## src/design/disc_obstacle_rasterizer_defines.svh

```systemverilog
// assertion macros for the disc obstacle rasterizer
`ifndef DISC_OBSTACLE_RASTERIZER_DEFINES_SVH
`define DISC_OBSTACLE_RASTERIZER_DEFINES_SVH

// same-cycle implication, sampled on clk, off during rst
`define DOR_ASSERT_IMPLIES(label, ante, cons, msg) \
  label: assert property (@(posedge clk) disable iff (rst) (ante) |-> (cons)) \
    else $error(msg);

// next-cycle implication, sampled on clk, off during rst
`define DOR_ASSERT_NEXT(label, ante, cons, msg) \
  label: assert property (@(posedge clk) disable iff (rst) (ante) |=> (cons)) \
    else $error(msg);

`endif

```

## src/design/dor_pkg.sv

```systemverilog
package dor_pkg;

  localparam int GRID_COLS = 512;
  localparam int GRID_ROWS = 256;
  localparam int COL_W     = $clog2(GRID_COLS);
  localparam int ROW_W     = $clog2(GRID_ROWS);

  // grid memory: one word holds WORD_BITS neighboring cells of a row
  localparam int WORD_BITS = 64;
  localparam int WSEL_W    = $clog2(WORD_BITS);
  localparam int WADDR_W   = ROW_W + COL_W - WSEL_W;
  localparam int MEM_DEPTH = 2 ** WADDR_W;

  localparam int CMD_W       = 2;
  localparam int CENTRE_W    = 12;
  localparam int CRD_W       = CENTRE_W + 1;
  localparam int CELL_SIZE_W = 11;
  localparam int RADIUS_W    = 6;
  localparam int SQ_W        = 2 * RADIUS_W;
  localparam int Y_W         = RADIUS_W + 1;
  localparam int COLIN_W     = 9;
  localparam int ROWIN_W     = 8;
  localparam int CFG_IDX_W   = 1;
  localparam int CFG_DATA_W  = 11;

  localparam logic [CMD_W-1:0] CMD_CLEAR = 2'd0;
  localparam logic [CMD_W-1:0] CMD_STAMP = 2'd1;
  localparam logic [CMD_W-1:0] CMD_READ  = 2'd2;

  localparam logic [CFG_IDX_W-1:0] REG_CELL_SIZE = 1'd0;
  localparam logic [CFG_IDX_W-1:0] REG_RADIUS    = 1'd1;

  localparam logic [CELL_SIZE_W-1:0] CELL_SIZE_RST = 11'd10;
  localparam logic [RADIUS_W-1:0]    RADIUS_RST    = 6'd16;

  typedef enum logic [2:0] {
    ST_CLR,
    ST_IDLE,
    ST_DIV,
    ST_SQRT,
    ST_POINT,
    ST_RWAIT,
    ST_RESULT
  } state_t;

endpackage

```

## src/design/dor_div.sv

```systemverilog
// restoring divider, one quotient bit per cycle
module dor_div (
  input  logic                                 clk,
  input  logic                                 rst,
  input  logic                                 start,
  input  logic [dor_pkg::CENTRE_W-1:0]         dividend,
  input  logic [dor_pkg::CELL_SIZE_W-1:0]      divisor,
  output logic                                 done,
  output logic [dor_pkg::CENTRE_W-1:0]         quotient
);

  localparam int CNT_W = $clog2(dor_pkg::CENTRE_W);

  logic                                busy;
  logic [CNT_W-1:0]                    cnt;
  logic [dor_pkg::CELL_SIZE_W-1:0]     rem;
  logic [dor_pkg::CENTRE_W-1:0]        quo;
  logic [dor_pkg::CELL_SIZE_W-1:0]     dvs;
  logic [dor_pkg::CELL_SIZE_W:0]       trial;
  logic [dor_pkg::CELL_SIZE_W:0]       diff;
  logic                                ge;

  assign trial    = {rem, quo[dor_pkg::CENTRE_W-1]};
  assign ge       = trial >= {1'b0, dvs};
  assign diff     = trial - {1'b0, dvs};
  assign quotient = quo;

  always_ff @(posedge clk) begin
    if (rst) begin
      busy <= 1'b0;
      done <= 1'b0;
      cnt  <= '0;
    end else begin
      done <= 1'b0;
      if (start) begin
        busy <= 1'b1;
        cnt  <= '0;
      end else if (busy) begin
        cnt <= cnt + CNT_W'(1);
        if (cnt == CNT_W'(dor_pkg::CENTRE_W - 1)) begin
          busy <= 1'b0;
          done <= 1'b1;
        end
      end
    end
  end

  always_ff @(posedge clk) begin
    if (start) begin
      rem <= '0;
      quo <= dividend;
      dvs <= divisor;
    end else if (busy) begin
      rem <= ge ? diff[dor_pkg::CELL_SIZE_W-1:0] : trial[dor_pkg::CELL_SIZE_W-1:0];
      quo <= {quo[dor_pkg::CENTRE_W-2:0], ge};
    end
  end

endmodule

```

## config.mk

```make
export PLATFORM = sky130hd
export DESIGN_NAME = dor_div
export DESIGN_NICKNAME = d
export VERILOG_FILES = /design/src/design/disc_obstacle_rasterizer_defines.svh /design/src/design/dor_pkg.sv /design/src/design/dor_div.sv
export SDC_FILE = /design/constraint.sdc
export NUM_CORES = 1
export LEC_CHECK = 0
export ABC_AREA = 0
export BUFFER_PORTS_ARGS = -buffer_cell sky130_fd_sc_hd__buf_2
export CAP_MARGIN = 20
export CORE_ASPECT_RATIO = 1.1
export CORE_MARGIN = 1.5
export CORE_UTILIZATION = 40
export DETAILED_ROUTE_END_ITERATION = 7
export MAX_ROUTING_LAYER = met4
export PLACE_DENSITY = 0.69
export SLEW_MARGIN = 20
export SYNTH_ARGS = -nofsm -noshare
export SYNTH_HDL_FRONTEND = slang
export SYNTH_SLANG_ARGS = --single-unit
```

## constraint.sdc

```tcl
create_clock -name clk -period 2.6 [get_ports clk]
set_input_delay 0.26 -clock clk [delete_from_list [all_inputs] [get_ports clk]]
set_output_delay 0.26 -clock clk [all_outputs]
set_load 0.05 [all_outputs]
```

* After elaboration in Yosys (flattened, before gate mapping) *
Index checks and enable logic that the tools add are counted.

storage, ports and cells
  register bits after elaboration = 40
  output and inout bits = 13
  word-level logic and storage cells = 21

cells by class
  add/sub/neg operators = 2
  $lt $le $gt $ge = 1
  eq/ne operators = 1
  muxes and demuxes = 7
  bitwise logic cells = 1
  reduce and logical (&&, ||, !) cells = 3

operator list
  operator             number
  $mux 12              2
  $ge 12x11->1         1
  $mux 11              1
  $sub 11x11->11       1
  $add 4x1->4 const B  1
  $eq 4x4->1 const B   1
  $mux 1               4
  $reduce_or 3->1      1
  $reduce_bool 2->1    1
  $reduce_or 2->1      1
  $not 1->1            1

* Longest topological paths before layout *
Gate-level depths: netlist of run 1.

  depth after elaboration = 4
  gate-level depth with buffers = 10
  mapped depth without buffers = 9

* Least setup slack after synthesis of run 1 *
OpenSTA, ideal clock, no wires.

  kind = register -> register
  from = register quo, in the netlist quotient[11]
  to = register rem[0] (netlist name)
  setup time = 0.079 ns
  arrival time = 2.499 ns
  slack = 0.022 ns
  stages on the path, launching flop included = 10
  path buffers = 0
  cells stage by stage = edfxtp_1 > inv_1 > ha_1 > fa_1 > nor2b_4 > o31a_1 > o21ai_4 > o21ai_4 > mux2_4 > a211oi_2

between the ends
  cells in the longest elaborated chain, start to end = 2
  elaborated cells on any way between the ends = 3
  those cells by class = 1 x add/sub; 1 x order compare; 1 x mux

RTL lines
  what                                                   RTL line                      RTL
  start: declaration                                     dor_div.sv:17                 logic [dor_pkg::CENTRE_W-1:0] quo;
  start signal: assignment                               dor_div.sv:51                 quo <= dividend;
  start signal: assignment                               dor_div.sv:55                 quo <= {quo[dor_pkg::CENTRE_W-2:0], ge};
  $sub 11x11->11 / $ge 12x11->1 (equally long branches)  dor_div.sv:25, dor_div.sv:24
  $mux 11 (*)                                            dor_div.sv:54                 rem <= ge ? diff[dor_pkg::CELL_SIZE_W-1:0] : trial[dor_pkg::CELL_SIZE_W-1:0];
  end signal: assignment                                 dor_div.sv:54
  end: declaration                                       dor_div.sv:16                 logic [dor_pkg::CELL_SIZE_W-1:0] rem;

Every way passes the cells marked *; elsewhere a longest branch is shown, timed or not.
A chain may end at the register's enable or synchronous reset.

* Worst setup path after layout of run 1 *
Ends and elaborated chain as after synthesis.

==> out/metrics.cfg, run 1 <==
[placement]
port_buffers=38
placed_cells_incl_taps=306
finalWeightedCongestion=0.8175
place.detailed.hpwl_microns=2913

[clocking]
cts_tree=built
cts_max_level=2
cts_repair_resize_count=0
clockBufferDepth=2
cts_inserted_buffers=5
clock_sinks=40
clk_pin_slew_ns=0.09
cts-root-buf=sky130_fd_sc_hd__clkbuf_8
clock_latency_ns=0.30

[grt]
grt_start_max_net_pins=34
vias_in_the_first_global_route=1565
grt-ovfl-total=0
grt_antenna_before_repair=0
first_pass_grt_wire_length_microns=6851
grt_usage_pct=15.44

[timing]
totalNegativeSetupSlack_ns=0
period_needed_ns=2.518
transition_time_of_the_tightest_slew_check_pin_ns=0.6845
post-route-period-util_pct=96.83
report.final.setup_viol=0
rsz_0062_raised_after_global_routing=no
final_hold_viol_count=0
timing_max_transition_violations_final=0
worst_slew_margin_rel_pct=54.37
clk_skew_ns=0.01184
maximum_clock_frequency_mhz=397.2

[yosys]
yosysWarningCount=0
synthDominantAreaCellType=sky130_fd_sc_hd__edfxtp_1
post_synth_instance_area_sq_um=2212
post_synth.cell_area_avg_sq_um=11.12
yosysUniqueCellTypes=48
post_synth_main_area_contributors=sky130_fd_sc_hd__edfxtp_1 31%, sky130_fd_sc_hd__dfxtp_1 15%, sky130_fd_sc_hd__ha_1 6.8%
syn-instance-count=199
syn_nets=238
synth_seq_area_share_pct=46.61
synth_top_cell_area_share_pct=31.22
synth_seq_cells=40

[power_and_ir_drop]
sw_frac_of_total_pct=32.06
power_frac_clock_pct=27.7
power.sequential.fraction_pct=43.0
static-leakage-power_nw=1.083
netSwitchingPower_mw=0.5667
p_comb_share_pct=29.2
power.internal_mw=1.201
ir_drop_uv=333.5
power.density_cell_area_nw_per_um2=673.7

[cells_and_area]
final_layout_size_suffix_gt1_share_pct=30.45
num-nets-final=281
final.fill_count=499
diodes_inserted=0
fin_cells=318
area.growth.synth_to_final_pct=18.61

[floorplanning]
initial_core_util_pct=41.27
width_of_the_die_microns=73.91
num_rows=28
die_h_microns=81.00
design.portCount=39
core-area_sq_um=5360
die_area_sq_um=5986

[worst_setup_path]
cp_common_cell=sky130_fd_sc_hd__o21ai_4
timing.critical_path.arrival_ns=2.75
crit-reg2reg-capture=rem[0]
worst_path_largest_cell_delay_ns=0.44
critical_path_class=flip-flop to flip-flop
worst-endpoint-required_ns=2.83
crit_path_start_kind=flip-flop
endpoint_kind=flip-flop
worst_r2r_path_depth=10
timing.rr.start=quotient[11]
crit_slowest_cell=sky130_fd_sc_hd__fa_1
cp_cell_sequence=inv_1 -> ha_1 -> fa_1 -> nor2b_4 -> o31a_1 -> o21ai_4 -> o21ai_4 -> buf_12 -> mux2_4 -> a211oi_2
critical_path_peak_fanout=6
minimum_setup_slack_among_reg_to_reg_paths_ns=0.08

[detailed_routing]
ant_nets=0
vias=1589
post_drt_wl_per_cell_microns=12.76
avgViaCountPerCell=4.997
drt_first_pass_iters=4
drt_drc_violations_left=0
drt_iter0_markers=45
finalWirelength_microns=4059

[min_path]
hp-class=primary input to flip-flop
hold_path.startpoint=rst
timing.hold.worst_path_depth=2
hold_end=busy

[status]
status=complete, no violations

[run]
cap_violations=0

[power by group through the flow]
stage | clock network [mW] | logic [mW] | registers, mW
2_1_floorplan | 0 | 0.323 | 0.842
3_3_place_gp | 0 | 0.481 | 0.775
3_5_place_dp | 0 | 0.489 | 0.775
4_1_cts | 0.505 | 0.491 | 0.761
5_1_grt | 0.524 | 0.567 | 0.768
6_report | 0.490 | 0.517 | 0.761
[critical path, delay by kind of cell (launching register included)]
family                   cells  cell delay [ns]
AND/OR/NAND/NOR              1             0.13
AO/OA/AOI/OAI                4             0.81
buffers and inverters        2             0.21
flip-flops                   1             0.34
adder cells (fa/ha/maj)      2             0.66
multiplexers                 1             0.29
[layer usage]
layer / routed length (microns) / GRT usage (%) / part of all wire, %
met5: 0 / - / 0
met2: 2068 / 25.80 / 51
met3: 121 / 3.722 / 3.0
met4: 69 / 6.296 / 1.7
met1: 1800 / 17.58 / 44
[through the flow]
step | worst slack (ns) | cell area (sq um) | power [mW] | hold WS (ns) | util [%]
6_report | 0.08233 | 2624 | 1.768 | 0.1059 | 48.95
4_1_cts | 0.1145 | 2581 | 1.757 | 0.1013 | 48.16
5_1_grt | 0.004982 | 2624 | 1.860 | 0.1025 | 48.95
3_5_place_dp | 0.1336 | 2471 | 1.264 | 0.4294 | 46.10
3_3_place_gp | 0.1818 | 2471 | 1.256 | 0.4293 | 46.10
2_1_floorplan | 0.02168 | 2212 | 1.165 | 0.3324 | -
[worst max path at each step]
stage / start / endpoint / slack (ns) / cells after the start
2_1_floorplan: quotient[11] / rem[0] / 0.02 / 9
3_3_place_gp: quotient[11] / rem[0] / 0.18 / 9
3_5_place_dp: quotient[11] / rem[0] / 0.13 / 9
4_1_cts: quotient[11] / rem[4] / 0.11 / 10
5_1_grt: quotient[11] / rem[0] / 0.005 / 10
6_report: quotient[11] / rem[0] / 0.08 / 10
[registers in the layout (all words and copies together) (netlist names)]
name and cells:
dvs 11, done 1, busy 1, cnt 4, rem 11, quotient 12
[logic make-up after synthesis]
family | after synthesis | synth area share (%)
AO/OA/AOI/OAI | 38 | 12.39
XOR/XNOR | 8 | 3.168
adder cells (fa/ha/maj) | 13 | 7.692
buffers and inverters | 22 | 4.355
flip-flops | 40 | 46.61
multiplexers | 21 | 10.41
AND/OR/NAND/NOR | 57 | 15.39
[cells in the final DEF (no fill, tap or decap), types with 2 or more instances in the layout]
master                     count
sky130_fd_sc_hd__nor4_4        2
sky130_fd_sc_hd__inv_1        13
sky130_fd_sc_hd__o21ai_0       6
sky130_fd_sc_hd__xnor2_1       6
sky130_fd_sc_hd__nand2_1       8
sky130_fd_sc_hd__or3_1         2
sky130_fd_sc_hd__clkbuf_8      5
sky130_fd_sc_hd__edfxtp_1     23
sky130_fd_sc_hd__nor2_1       22
sky130_fd_sc_hd__a21oi_1       7
sky130_fd_sc_hd__nand2b_1      4
sky130_fd_sc_hd__o22ai_1       2
sky130_fd_sc_hd__buf_2        38
sky130_fd_sc_hd__nor4bb_1      2
sky130_fd_sc_hd__o211ai_1      3
sky130_fd_sc_hd__a311oi_1      2
sky130_fd_sc_hd__o31a_1        2
sky130_fd_sc_hd__xor2_1        2
sky130_fd_sc_hd__mux2_2       12
sky130_fd_sc_hd__ha_1         12
sky130_fd_sc_hd__dfxtp_1      17
sky130_fd_sc_hd__nand3b_1      2
sky130_fd_sc_hd__a211oi_1      7
sky130_fd_sc_hd__o21a_1        2
sky130_fd_sc_hd__buf_4         6
sky130_fd_sc_hd__nand4_1       2
sky130_fd_sc_hd__o21ai_1       2
sky130_fd_sc_hd__o21ai_4       2
sky130_fd_sc_hd__nand3_1       2
sky130_fd_sc_hd__mux2i_1       8
[cell type report]
| class | count | area, sq um | share of cell area (%) |
|---|---|---|---|
| repair buffers | 45 | 255.2 | 9.728 |
| clock inverters | 2 | 16.27 | 0.6199 |
| clock buffers | 6 | 93.84 | 3.577 |
| flip-flops and latches | 40 | 1031 | 39.29 |
| inverters | 13 | 48.80 | 1.860 |
| multi-input cells | 137 | 1085 | 41.34 |
| well taps | 75 | 93.84 | 3.577 |
[synthesized netlist by cell type, drive strengths merged]
cell,n
a211oi,8
a21oi,7
a311oi,2
and2,1
and3,1
buf,5
clkbuf,4
dfxtp,17
edfxtp,23
fa,1
ha,12
inv,13
mux2,13
mux2i,8
nand2,8
nand2b,4
nand3,3
nand3b,2
nand4,2
nor2,22
nor2b,2
nor3,1
nor3b,1
nor4,3
nor4b,1
nor4bb,2
o211ai,3
o21a,2
o21ai,10
o22ai,2
o311ai,1
o31a,2
o31ai,1
or2,2
or3,2
xnor2,6
xor2,2
[repair_timing]
item	in CTS	in global routing
hold buffers	0	0
setup endpoints to repair	0	4
setup buffers	0	4
Power figures use the tool's default switching activity.
==> run 2, diff against run 1 <==
- CTS_BUF_LIST: not set -> sky130_fd_sc_hd__clkbuf_4
- PLACE_DENSITY: 0.69 -> 0.6
==> run 2 against run 1 <==
Compared with the run above:
- clock skew increased by 0.0037 ns
- final cell count decreased by 0.94%
- combinational power decreased by 4.8%
- critical path depth unchanged
- wire length decreased by 1.7%
- setup slack improved by 0.091 ns
- register-to-register slack improved by 0.09 ns
- core utilization decreased by 0.75 points
- sequential power about the same
- design area decreased by 1.5%
- via count decreased by 2.2%
- total power increased by 0.54%
==> out/metrics.cfg, run 2 (same netlist as run 1, synthesis figures left out) <==
[worst_setup_path]
critical_path_peak_fanout=6
cp_common_cell=sky130_fd_sc_hd__o21ai_4
worst-endpoint-required_ns=2.88
critical_path.startpoint=quotient[11]
endpoint_kind=flip-flop
timing.rr.start=quotient[11]
worst_path_largest_cell_delay_ns=0.44
worstPathBufferInverterCount=2
crit_slowest_cell=sky130_fd_sc_hd__fa_1
family_with_the_most_delay_on_the_worst_path=compound AO/OA/AOI/OAI gates
cp_cell_sequence=inv_1 -> ha_1 -> fa_1 -> nor2b_4 -> o31a_1 -> o21ai_4 -> o21ai_4 -> buf_4 -> mux2_4 -> a211oi_2
crit_path_start_kind=flip-flop
timing.critical_path.arrival_ns=2.70
critical_path_class=flip-flop to flip-flop

[grt]
grt-ovfl-total=0
grt_antenna_before_repair=0
first_pass_grt_wire_length_microns=6582
vias_in_the_first_global_route=1474
grt_usage_pct=14.91
grt_start_max_net_pins=40

[min_path]
hold_path.startpoint=divisor[1]
hp-class=primary input to flip-flop

[timing]
worst_slew_margin_rel_pct=44.87
post-route-period-util_pct=93.35
maximum_clock_frequency_mhz=412.0
clk_skew_ns=0.01549
totalNegativeSetupSlack_ns=0
transition_time_of_the_tightest_slew_check_pin_ns=0.8269
period_needed_ns=2.427
timing_max_transition_violations_final=0
final_hold_viol_count=0
rsz_0062_raised_after_global_routing=no
report.final.setup_viol=0

[cells_and_area]
area.growth.synth_to_final_pct=16.80
final_layout_size_suffix_gt1_share_pct=29.58
layout.cells.most_common=sky130_fd_sc_hd__buf_2
area.sequential_sq_um=1031
post-route-cell-area_sq_um=2584
num-nets-final=278
diodes_inserted=0
largest_reg_flops=12
multiInputGateArea_sq_um=1085
post-route-util_pct=48.20
mostFrequentLayoutCells=38 x sky130_fd_sc_hd__buf_2, 23 x sky130_fd_sc_hd__edfxtp_1, 22 x sky130_fd_sc_hd__nor2_1, 17 x sky130_fd_sc_hd__dfxtp_1, 13 x sky130_fd_sc_hd__inv_1
final.fill_count=517

[detailed_routing]
post_drt_wl_per_cell_microns=12.67
drt_drc_violations_left=0
vias=1554
drt_iter0_markers=70
ant_nets=0
avgViaCountPerCell=4.933
finalWirelength_microns=3990
drt_first_pass_iters=4

[floorplanning]
core-area_sq_um=5360
die_area_sq_um=5986
width_of_the_die_microns=73.91
design.portCount=39
die_h_microns=81.00
num_rows=28
initial_core_util_pct=41.27

[clocking]
cts_repair_resize_count=0
clockBufferDepth=2
clk_pin_slew_ns=0.13
cts_tree=built
postCtsHoldBufs=0
cts_inserted_buffers=5
cts_max_level=2
post_cts_buffers=0
clock_latency_ns=0.36
cts-root-buf=sky130_fd_sc_hd__clkbuf_4
clock_sinks=40

[power_and_ir_drop]
p_comb_share_pct=27.7
total_power_mw=1.777
static-leakage-power_nw=1.066
power.internal_mw=1.244
sw_frac_of_total_pct=30.00
power_frac_clock_pct=29.5
ir_drop_uv=286.9
netSwitchingPower_mw=0.5332
power.sequential.fraction_pct=42.8
power.density_cell_area_nw_per_um2=687.9

[placement]
finalWeightedCongestion=0.8054
place.detailed.hpwl_microns=2756
placed_cell_area_sq_um=2479
port_buffers=38

[run]
cap_violations=0

[status]
status=complete, no violations

[run 2: cell types whose count changed in the layout (fill, tap and decap cells not counted), moves of 2 or more]
cell,previous run,this run
sky130_fd_sc_hd__bufinv_16,0,2
sky130_fd_sc_hd__clkbuf_8,5,0
sky130_fd_sc_hd__clkbuf_4,0,6
sky130_fd_sc_hd__buf_4,6,4
[run 2: layer usage]
| metal | wire, microns | track usage, % | vias up |
|---|---|---|---|
| met3 | 99 | 3.722 | 6 |
| met1 | 1945 | 18.45 | 726 |
| met4 | 64 | 5.556 | 0 |
| met2 | 1881 | 23.39 | 20 |
| met5 | 0 | - | - |
| li1 | - | - | 802 |
[run 2: worst register-to-register path, stage by stage (launching register included)]
cell,delay [ns]
sky130_fd_sc_hd__edfxtp_1,0.36
sky130_fd_sc_hd__inv_1,0.05
sky130_fd_sc_hd__ha_1,0.22
sky130_fd_sc_hd__fa_1,0.44
sky130_fd_sc_hd__nor2b_4,0.13
sky130_fd_sc_hd__o31a_1,0.21
sky130_fd_sc_hd__o21ai_4,0.12
sky130_fd_sc_hd__o21ai_4,0.14
sky130_fd_sc_hd__buf_4,0.17
sky130_fd_sc_hd__mux2_4,0.31
sky130_fd_sc_hd__a211oi_2,0.20
[run 2: path summary, 6_finish.rpt]
kind	to	slack (ns)	cells after the start
max	rem[0]	0.17	10
min	dvs[1]	0.07	1
max reg2reg	rem[0]	0.17	10
min reg2reg	done	0.49	1
[run 2: final cells by class]
| cell class | instances | share of cell area, % |
|---|---|---|
| multi-input combinational | 137 | 41.99 |
| clock buffer | 6 | 1.743 |
| inverter | 13 | 1.889 |
| clock inverter | 2 | 2.324 |
| timing repair buffer | 42 | 8.523 |
| tap | 75 | 3.632 |
| sequential | 40 | 39.90 |
[run 2: stage by stage]
stage               cells  setup slack [ns]  hold WS (ns)
detailed placement    307            0.1955        0.4386
floorplan             199           0.02168        0.3324
CTS                   315            0.1591       0.05380
global placement      307            0.2443        0.4364
finish                315            0.1730       0.06786
global route          315           0.01741       0.03587
[run 2: power groups by stage]
| stage | Sequential, mW | Clock (mW) | Combinational, mW |
|---|---|---|---|
| 3_3_place_gp | 0.776 | 0 | 0.494 |
| 6_report | 0.761 | 0.525 | 0.492 |
| 2_1_floorplan | 0.842 | 0 | 0.323 |
| 3_5_place_dp | 0.776 | 0 | 0.493 |
| 5_1_grt | 0.770 | 0.569 | 0.536 |
| 4_1_cts | 0.762 | 0.539 | 0.496 |
